--- src/rtl/core/rmc_pkg.sv ---
// Shared types, character codes and helpers for the RMC time/date extractor.
// Depends on nothing; rmc_core, rmc_out_stage and the top level refer to it by scoped names.
`timescale 1ns / 1ps

package rmc_pkg;

	// Status codes of a result
	localparam logic [2:0] ST_OK      = 3'd0;
	localparam logic [2:0] ST_NOHDR   = 3'd1;
	localparam logic [2:0] ST_INVALID = 3'd2;
	localparam logic [2:0] ST_BADTIME = 3'd3;
	localparam logic [2:0] ST_BADDATE = 3'd4;

	// Characters with a meaning in the sentence
	localparam logic [7:0] CH_DOLLAR = 8'h24;
	localparam logic [7:0] CH_COMMA  = 8'h2C;
	localparam logic [7:0] CH_POINT  = 8'h2E;
	localparam logic [7:0] CH_ZERO   = 8'h30;
	localparam logic [7:0] CH_NINE   = 8'h39;
	localparam logic [7:0] CH_VALID  = 8'h41;

	// Header length and field numbers (commas counted from the header)
	localparam logic [2:0] HDR_LEN    = 3'd6;
	localparam logic [3:0] FLD_TIME   = 4'd1;
	localparam logic [3:0] FLD_STATUS = 4'd2;
	localparam logic [3:0] FLD_DATE   = 4'd9;
	localparam logic [3:0] FLD_MAX    = 4'd15;
	localparam logic [2:0] POS_DIGITS = 3'd6;
	localparam logic [2:0] POS_MAX    = 3'd7;

	// One result item
	typedef struct packed {
		logic [6:0] hour;
		logic [6:0] minute;
		logic [6:0] second;
		logic [6:0] day;
		logic [6:0] month;
		logic [6:0] year;
		logic [2:0] status;
	} rmc_result_t;

	// Expected header character at a given match position
	function automatic logic [7:0] hdr_char(input logic [2:0] pos);
		logic [7:0] c;
		unique case (pos)
			3'd0:    c = 8'h24; // $
			3'd1:    c = 8'h47; // G
			3'd2:    c = 8'h50; // P
			3'd3:    c = 8'h52; // R
			3'd4:    c = 8'h4D; // M
			3'd5:    c = 8'h43; // C
			default: c = 8'h00;
		endcase
		return c;
	endfunction

	// Two BCD digits to a binary value, hi*10 + lo
	function automatic logic [6:0] pair_val(input logic [3:0] hi, input logic [3:0] lo);
		return {hi, 3'b000} + 7'({hi, 1'b0}) + 7'(lo);
	endfunction

endpackage

--- src/rtl/core/rmc_if.sv ---
// Valid/ready channel interfaces: one for incoming characters, one for results.
// Depends on no other file.
`timescale 1ns / 1ps

interface rmc_in_if;
	logic       valid;
	logic       ready;
	logic [7:0] ch;
	logic       last;

	modport source (output valid, output ch, output last, input ready);
	modport sink   (input valid, input ch, input last, output ready);
endinterface

interface rmc_out_if;
	logic       valid;
	logic       ready;
	logic [6:0] hour;
	logic [6:0] minute;
	logic [6:0] second;
	logic [6:0] day;
	logic [6:0] month;
	logic [6:0] year;
	logic [2:0] status;

	modport source (output valid, output hour, output minute, output second,
		output day, output month, output year, output status, input ready);
	modport sink   (input valid, input hour, input minute, input second,
		input day, input month, input year, input status, output ready);
endinterface

--- src/rtl/core/rmc_core.sv ---
// Per-character sentence state and result formation for the RMC extractor.
// Depends on rmc_pkg for character codes, status codes and the result type.
`timescale 1ns / 1ps

module rmc_core (
	input  logic                 clk,
	input  logic                 arst_n,
	input  logic                 step,
	input  logic [7:0]           ch,
	input  logic                 last,
	output logic                 fire,
	output rmc_pkg::rmc_result_t res
);

	typedef struct packed {
		logic [2:0]      hpos;
		logic            hok;
		logic [3:0]      fidx;
		logic [2:0]      cpos;
		logic            point;
		logic [0:5][3:0] tdig;
		logic [0:5][3:0] ddig;
		logic [2:0]      err;
	} rmc_state_t;

	localparam rmc_state_t STATE_CLR = '0;

	rmc_state_t st_q;
	rmc_state_t upd;
	rmc_state_t nxt;
	logic [2:0] fin_err;
	logic       is_dig;

	// Keep the most urgent error: lowest nonzero code
	function automatic logic [2:0] raise(input logic [2:0] err, input logic [2:0] code);
		return (err == rmc_pkg::ST_OK || code < err) ? code : err;
	endfunction

	// Check the field that a comma or the sentence end closes
	function automatic logic [2:0] close_fld(input logic [2:0] err, input logic [3:0] fidx,
		input logic [2:0] cpos);
		logic [2:0] e;
		e = err;
		if (fidx == rmc_pkg::FLD_TIME && cpos != rmc_pkg::POS_DIGITS)
			e = raise(e, rmc_pkg::ST_BADTIME);
		if (fidx == rmc_pkg::FLD_STATUS && cpos == 3'd0)
			e = raise(e, rmc_pkg::ST_INVALID);
		if (fidx == rmc_pkg::FLD_DATE && cpos != rmc_pkg::POS_DIGITS)
			e = raise(e, rmc_pkg::ST_BADDATE);
		return e;
	endfunction

	assign is_dig = (ch >= rmc_pkg::CH_ZERO) && (ch <= rmc_pkg::CH_NINE);

	// Apply one character to the sentence state
	always_comb begin
		upd = st_q;
		if (ch == rmc_pkg::CH_DOLLAR) begin
			upd      = STATE_CLR;
			upd.hpos = 3'd1;
		end else if (!st_q.hok) begin
			if (st_q.hpos >= 3'd1 && st_q.hpos < rmc_pkg::HDR_LEN &&
				ch == rmc_pkg::hdr_char(st_q.hpos)) begin
				upd.hpos = st_q.hpos + 3'd1;
				upd.hok  = (st_q.hpos + 3'd1 == rmc_pkg::HDR_LEN);
			end else begin
				upd.hpos = 3'd0;
			end
		end else if (ch == rmc_pkg::CH_COMMA) begin
			upd.err   = close_fld(st_q.err, st_q.fidx, st_q.cpos);
			upd.fidx  = (st_q.fidx != rmc_pkg::FLD_MAX) ? st_q.fidx + 4'd1 : st_q.fidx;
			upd.cpos  = 3'd0;
			upd.point = 1'b0;
		end else if (st_q.fidx == rmc_pkg::FLD_TIME) begin
			if (!st_q.point) begin
				if (ch == rmc_pkg::CH_POINT) begin
					upd.point = 1'b1;
				end else begin
					if (!is_dig)
						upd.err = raise(st_q.err, rmc_pkg::ST_BADTIME);
					else if (st_q.cpos < rmc_pkg::POS_DIGITS)
						upd.tdig[st_q.cpos] = ch[3:0];
					if (st_q.cpos != rmc_pkg::POS_MAX)
						upd.cpos = st_q.cpos + 3'd1;
				end
			end
		end else if (st_q.fidx == rmc_pkg::FLD_STATUS) begin
			if (st_q.cpos == 3'd0 && ch != rmc_pkg::CH_VALID)
				upd.err = raise(st_q.err, rmc_pkg::ST_INVALID);
			if (st_q.cpos != rmc_pkg::POS_MAX)
				upd.cpos = st_q.cpos + 3'd1;
		end else if (st_q.fidx == rmc_pkg::FLD_DATE) begin
			if (!is_dig)
				upd.err = raise(st_q.err, rmc_pkg::ST_BADDATE);
			else if (st_q.cpos < rmc_pkg::POS_DIGITS)
				upd.ddig[st_q.cpos] = ch[3:0];
			if (st_q.cpos != rmc_pkg::POS_MAX)
				upd.cpos = st_q.cpos + 3'd1;
		end
	end

	// Close the sentence on its last character
	always_comb begin
		fin_err = close_fld(upd.err, upd.fidx, upd.cpos);
		if (upd.fidx < rmc_pkg::FLD_TIME)
			fin_err = raise(fin_err, rmc_pkg::ST_BADTIME);
		if (upd.fidx < rmc_pkg::FLD_STATUS)
			fin_err = raise(fin_err, rmc_pkg::ST_INVALID);
		if (upd.fidx < rmc_pkg::FLD_DATE)
			fin_err = raise(fin_err, rmc_pkg::ST_BADDATE);
		if (!upd.hok)
			fin_err = rmc_pkg::ST_NOHDR;

		res = '0;
		res.status = fin_err;
		if (fin_err == rmc_pkg::ST_OK) begin
			res.hour   = rmc_pkg::pair_val(upd.tdig[0], upd.tdig[1]);
			res.minute = rmc_pkg::pair_val(upd.tdig[2], upd.tdig[3]);
			res.second = rmc_pkg::pair_val(upd.tdig[4], upd.tdig[5]);
			res.day    = rmc_pkg::pair_val(upd.ddig[0], upd.ddig[1]);
			res.month  = rmc_pkg::pair_val(upd.ddig[2], upd.ddig[3]);
			res.year   = rmc_pkg::pair_val(upd.ddig[4], upd.ddig[5]);
		end
	end

	assign fire = step && last;
	assign nxt  = last ? STATE_CLR : upd;

	// Advance the state on each processed character
	always_ff @(posedge clk or negedge arst_n) begin
		if (!arst_n) begin
			st_q <= STATE_CLR;
		end else if (step) begin
			st_q <= nxt;
		end
	end

endmodule

--- src/rtl/core/rmc_out_stage.sv ---
// Result register driving the output channel of the RMC extractor.
// Depends on rmc_pkg for the result type and rmc_if for the channel.
`timescale 1ns / 1ps

module rmc_out_stage (
	input  logic                 clk,
	input  logic                 arst_n,
	input  logic                 load,
	input  rmc_pkg::rmc_result_t res,
	output logic                 free,
	rmc_out_if.source            fix
);

	logic                 valid_q;
	rmc_pkg::rmc_result_t res_q;

	assign free = !valid_q || fix.ready;

	// Hold the result until the receiver takes it
	always_ff @(posedge clk or negedge arst_n) begin
		if (!arst_n) begin
			valid_q <= 1'b0;
		end else if (load) begin
			valid_q <= 1'b1;
		end else if (fix.ready) begin
			valid_q <= 1'b0;
		end
	end

	always_ff @(posedge clk) begin
		if (load) begin
			res_q <= res;
		end
	end

	assign fix.valid  = valid_q;
	assign fix.hour   = res_q.hour;
	assign fix.minute = res_q.minute;
	assign fix.second = res_q.second;
	assign fix.day    = res_q.day;
	assign fix.month  = res_q.month;
	assign fix.year   = res_q.year;
	assign fix.status = res_q.status;

endmodule

--- src/rtl/core/nmea_rmc_time_date_extractor.sv ---
// Top level of the RMC time/date extractor: input register, parser, result register.
// Depends on rmc_pkg, rmc_if, rmc_core and rmc_out_stage.
//
// Usage:
//   chars takes one sentence character per request (ch, last). Requests
//   with last = 0 produce nothing; a request with last = 1 closes the
//   sentence and produces one request on fix with hour, minute, second,
//   day, month, year and status (0 ok, 1 no header, 2 data invalid,
//   3 bad time, 4 bad date; values are zero when status is nonzero).
//   Throughput is one character per cycle while no character with last
//   waits for the result register. A character is captured in the input
//   register at acceptance and then applied to the parser state; when the
//   last character is applied, the result register takes the result and
//   drives fix, with the sentence state updated once per applied character.
//   When fix stalls, the result register holds its request; characters
//   without last keep flowing, and a character with last waits in the
//   input register until the result register frees, which then stalls
//   chars. Reset clears the sentence state and both valid flags.
`timescale 1ns / 1ps

module nmea_rmc_time_date_extractor (
	input  logic      clk,
	input  logic      arst_n,
	rmc_in_if.sink    chars,
	rmc_out_if.source fix
);

	logic                 valid_s1;
	logic [7:0]           ch_s1;
	logic                 last_s1;
	logic                 out_free;
	logic                 go;
	logic                 fire;
	rmc_pkg::rmc_result_t res;

	// Process the held character unless it closes a sentence into a full output
	assign go          = valid_s1 && (!last_s1 || out_free);
	assign chars.ready = !valid_s1 || go;

	// Capture the incoming request
	always_ff @(posedge clk or negedge arst_n) begin
		if (!arst_n) begin
			valid_s1 <= 1'b0;
		end else if (chars.ready) begin
			valid_s1 <= chars.valid;
		end
	end

	always_ff @(posedge clk) begin
		if (chars.valid && chars.ready) begin
			ch_s1   <= chars.ch;
			last_s1 <= chars.last;
		end
	end

	rmc_core u_core (
		.clk    (clk),
		.arst_n (arst_n),
		.step   (go),
		.ch     (ch_s1),
		.last   (last_s1),
		.fire   (fire),
		.res    (res)
	);

	rmc_out_stage u_out (
		.clk    (clk),
		.arst_n (arst_n),
		.load   (fire),
		.res    (res),
		.free   (out_free),
		.fix    (fix)
	);

endmodule
--- src/flat_wrapper.sv ---
// flat-port wrapper written by rule: the top's interface ports become plain ports
module nmea_rmc_time_date_extractor_flat 
  (clk, arst_n, chars_valid, chars_ch, chars_last, chars_ready, fix_valid, fix_hour, fix_minute, fix_second, fix_day, fix_month, fix_year, fix_status, fix_ready);
  rmc_in_if chars_i ();
  rmc_out_if fix_i ();
  input  logic clk;
  input  logic arst_n;
  input wire logic [$bits(chars_i.valid)-1:0] chars_valid;
  input wire logic [$bits(chars_i.ch)-1:0] chars_ch;
  input wire logic [$bits(chars_i.last)-1:0] chars_last;
  output wire logic [$bits(chars_i.ready)-1:0] chars_ready;
  output wire logic [$bits(fix_i.valid)-1:0] fix_valid;
  output wire logic [$bits(fix_i.hour)-1:0] fix_hour;
  output wire logic [$bits(fix_i.minute)-1:0] fix_minute;
  output wire logic [$bits(fix_i.second)-1:0] fix_second;
  output wire logic [$bits(fix_i.day)-1:0] fix_day;
  output wire logic [$bits(fix_i.month)-1:0] fix_month;
  output wire logic [$bits(fix_i.year)-1:0] fix_year;
  output wire logic [$bits(fix_i.status)-1:0] fix_status;
  input wire logic [$bits(fix_i.ready)-1:0] fix_ready;
  assign chars_i.valid = chars_valid;
  assign chars_i.ch = chars_ch;
  assign chars_i.last = chars_last;
  assign chars_ready = chars_i.ready;
  assign fix_valid = fix_i.valid;
  assign fix_hour = fix_i.hour;
  assign fix_minute = fix_i.minute;
  assign fix_second = fix_i.second;
  assign fix_day = fix_i.day;
  assign fix_month = fix_i.month;
  assign fix_year = fix_i.year;
  assign fix_status = fix_i.status;
  assign fix_i.ready = fix_ready;
  nmea_rmc_time_date_extractor u_core (.clk(clk), .arst_n(arst_n), .chars(chars_i), .fix(fix_i));
endmodule
--- config.mk ---
export PLATFORM = sky130hd
export DESIGN_NAME = nmea_rmc_time_date_extractor_flat
export DESIGN_NICKNAME = d
export VERILOG_FILES = /design/src/rtl/core/rmc_pkg.sv /design/src/rtl/core/rmc_if.sv /design/src/rtl/core/rmc_core.sv /design/src/rtl/core/rmc_out_stage.sv /design/src/rtl/core/nmea_rmc_time_date_extractor.sv /design/src/flat_wrapper.sv
export SDC_FILE = /design/constraint.sdc
export NUM_CORES = 1
export LEC_CHECK = 0
export ABC_AREA = 0
export BUFFER_PORTS_ARGS = -buffer_cell sky130_fd_sc_hd__buf_4
export CAP_MARGIN = 20
export CORE_MARGIN = 4
export CORE_UTILIZATION = 35
export CTS_CLUSTER_SIZE = 16
export DETAILED_ROUTE_END_ITERATION = 6
export SLEW_MARGIN = 5
export SYNTH_ARGS = -nofsm -noshare
export SYNTH_HDL_FRONTEND = slang
export SYNTH_SLANG_ARGS = --single-unit
--- constraint.sdc ---
create_clock -name clk -period 8.6 [get_ports clk]
set_input_delay 1.72 -clock clk [delete_from_list [all_inputs] [get_ports clk]]
set_output_delay 1.72 -clock clk [all_outputs]
set_load 0.05 [all_outputs]
==> results.md <==
- Mapped Area: 7679 um^2
- Final #Nets: 874
- Longest Clk Path Bufs: 2
- Ant. Diodes: 0
- PD cells: 162.6 nW/um^2
- # resized after CTS: 0
- Critical Setup Path Class: reg -> reg
- Clock Sink Count: 119
- CTS Buf Count: 17
- RSZ-0062 raised after global routing: false
- Worst-margin pin slew: 0.9439 ns
- Fmax: 209.2 MHz
- CTS Root Cell: clkbuf_16
- Syn. warnings: 0
- Worst clock skew: 0.01117 ns
- Post-Route WL: 18.99 mm
- Dpl hpwl: 13.02 mm
- Synth top area cells: dfrtp_1 21%, edfxtp_1 21%, ha_1 8.8%, mux2i_1 5.9%, a22o_1 5.6%
- Final Hold Vio Count: 0
- CP endpoint kind: register
- Syn_area_per_cell: 10.22 um^2
- Sequential area share after synthesis: 42.30%
- Leakage power: 3.902 nW
- Antenna violations before repair: 0
- Most instantiated cells after synthesis: 108 x nor2_1, 65 x dfrtp_1, 54 x edfxtp_1, 54 x ha_1, 49 x a22o_1
- Slew HR: 36.92%
- Wire per inst: 17.53 um
- Max cap viols: 0
- Final RePlAce weighted congestion: 0.9739
- Die area: 24370 um^2
- Clock Pin Slew Worst Setup and Hold Paths: 0.06 ns
- First-pass GRT wire length: 31.49 mm
- Status: finished clean
- Largest net degree at the start of global routing: 66
- Synth area leader: dfrtp_1
- Initial Utilization: 36.07%
- Number of distinct library cells after synthesis: 76
- Num rows: 53
- Post-synth EDFFs: 54
- Most numerous cell in the Yosys netlist: nor2_1
- Fraction of registers with async set/reset: 54.62%
- Post-CTS Setup Bufs: 0
- Synthesized instance count: 751
- FILL cells: 2078
- Period utilization: 55.57%
- CP required: 8.77 ns
- Post-Place Setup Slack: 3.838 ns
- First DRT Iteration DRCs: 364
- Vias per cell: 5.397
- Via Count: 5845
- Setup_tns: 0 ns
- Max H-tree Level: 4
- Nature of the critical path startpoint: register
- Tmin final: 4.779 ns
- GR Overflow Total: 0
- Register bit count reported by yosys: 119
- Antenna-violating nets left: 0
- Crit-path cells: inv_1 -> ha_1 -> or3b_1 -> a311oi_2 -> nand4_1 -> nor2_1 -> mux2i_1 -> nor2_1 -> inv_1 -> fa_1 -> inv_1 -> fa_1 -> a21o_1 -> a21oi_1 -> xor2_1 -> nor2_1
- Number of global-route vias before repair: 5935
- Drt drc: 0
- Die X: 156.1 um
- IO Port Bufs: 59
- Pre-antenna DRT Iters: 5
- Primary FF master, synth: dfrtp_1
- Max stage delay on crit path: 0.55 ns
- Post-synth net total: 830
- CP Max Fanout: 8
- CP max-delay cell: fa_1
- Overall Global Routing Usage: 16.09%
- Crit path arrival time: 4.95 ns
- Share of layout cells above drive strength 1: 14.60%
- Clock Latency Late Sink: 0.42 ns
- Slew Viols, Final: 0
- IO Pins: 60
- Final setup margin: 3.821 ns
- VDD IR-drop max: 0.0001387 V
- Area growth syn-to-layout: 16.78%
- Post-CTS Hold Buffers: 0
- Die Span Y: 156.1 um
- Hold Path Class: reg -> reg
- CTS tree: yes
- Core box area: 21290 um^2
- Setup violators final: 0
- Share of the synthesized area in the top cell type: 21.18%
==> power breakdown <==
| part | internal [W] | leakage, nW | total [W] | switching [W] |
|---|---|---|---|---|
| clock | 0.000480 | 0.291 | 0.000745 | 0.000265 |
| combinational | 0.0000218 | 2.18 | 0.0000938 | 0.0000720 |
| sequential | 0.000607 | 1.43 | 0.000619 | 0.0000118 |
| total | 0.00111 | 3.90 | 0.00146 | 0.000349 |
==> registers in the layout, summed over array words and instances (netlist names) <==
signal                   cells
u_core.u_out.fix.year        7
u_core.u_out.fix.minute      7
u_core.last_s1               1
u_core.u_out.fix.valid       1
u_core.u_out.fix.second      7
u_core.u_out.fix.day         7
u_core.ch_s1                 8
u_core.u_out.fix.month       7
u_core.u_out.fix.hour        7
u_core.valid_s1              1
u_core.u_out.fix.status      3
u_core.u_core.st_q          63
==> worst max-delay path, delay by kind of cell, from the launching register on <==
family	cells	cell delay, ns
compound gates	3	0.72
xor+xnor	1	0.15
fa+ha+maj	3	1.30
buf+inv	3	0.27
flops	1	0.47
mux	1	0.14
simple gates	5	1.48
==> metal layers <==
layer | part of all wire (%) | vias to the layer above | wire (um) | global-route usage (%)
met2 | 46 | 165 | 8703 | 25.58
met1 | 47 | 2819 | 8966 | 21.94
met4 | 1.5 | 0 | 287 | 3.926
li1 | - | 2839 | - | -
met5 | 0 | - | 0 | 0
met3 | 5.4 | 22 | 1030 | 4.411
==> through the flow <==
stage | area [um^2] | hold WS, ns | util (%) | std cells | power [W]
detailed placement | 8330 | 0.4706 | 39.13 | 1050 | 0.0007249
floorplan | 7679 | 0.4492 | - | 751 | 0.0006846
finish | 8967 | 0.4824 | 42.13 | 1083 | 0.001458
CTS | 8947 | 0.4843 | 42.03 | 1082 | 0.001472
global placement | 8330 | 0.4643 | 39.13 | 1050 | 0.0007247
global route | 8967 | 0.5053 | 42.13 | 1083 | 0.001509
==> final timing paths <==
kind                                         from                          to  slack (ns)  cells after the start
setup reg to reg           u_core.u_core.st_q[56]  u_core.u_out.fix.minute[6]        3.82                     16
min in group asynchronous                  arst_n      u_core.u_core.st_q[56]        1.42                      1
setup / recovery           u_core.u_core.st_q[56]  u_core.u_out.fix.minute[6]        3.82                     16
max in group asynchronous                  arst_n      u_core.u_core.st_q[11]        6.62                      1
hold / removal             u_core.u_core.st_q[17]      u_core.u_core.st_q[17]        0.48                      2
hold reg to reg            u_core.u_core.st_q[17]      u_core.u_core.st_q[17]        0.48                      2
==> kinds of logic after synthesis <==
logic type	count (synthesis)	synth area share (%)
XOR/XNOR	21	2.395
buffers and inverters	87	4.595
adder cells (fa/ha/maj)	66	11.93
flip-flops	119	42.30
multiplexers	49	6.453
AO/OA/AOI/OAI	180	17.47
AND/OR/NAND/NOR	229	14.86
==> placed cells by master (no fill, tap or decap), drive strengths merged, types with 5 or more instances in the layout <==
master and n:
mux2i 45, edfxtp 54, nand4 8, nor4 6
a31oi 6, clkbuf 22, nor2b 7, and3 6
o211ai 5, a21o 13, nand2 34, o21ai 38
nor2 108, nor3 9, or2 6, ha 54
inv 48, a21oi 22, and2 10, dfrtp 65
fa 12, xnor2 9, o2111ai 5, o22ai 7
buf 65, a22o 49, nand2b 6, nand3 8
xor2 12
==> final cells by class <==
type / count / area [um^2] / area share [%]
multi-input combinational: 545 / 4081 / 45.51
sequential: 119 / 3248 / 36.22
timing repair buffer: 65 / 500.5 / 5.581
clock buffer: 22 / 474.2 / 5.288
tap: 275 / 344.1 / 3.837
inverter: 47 / 176.4 / 1.967
clock inverter: 10 / 142.6 / 1.591
No activity file was read; power rests on OpenSTA's default activity.
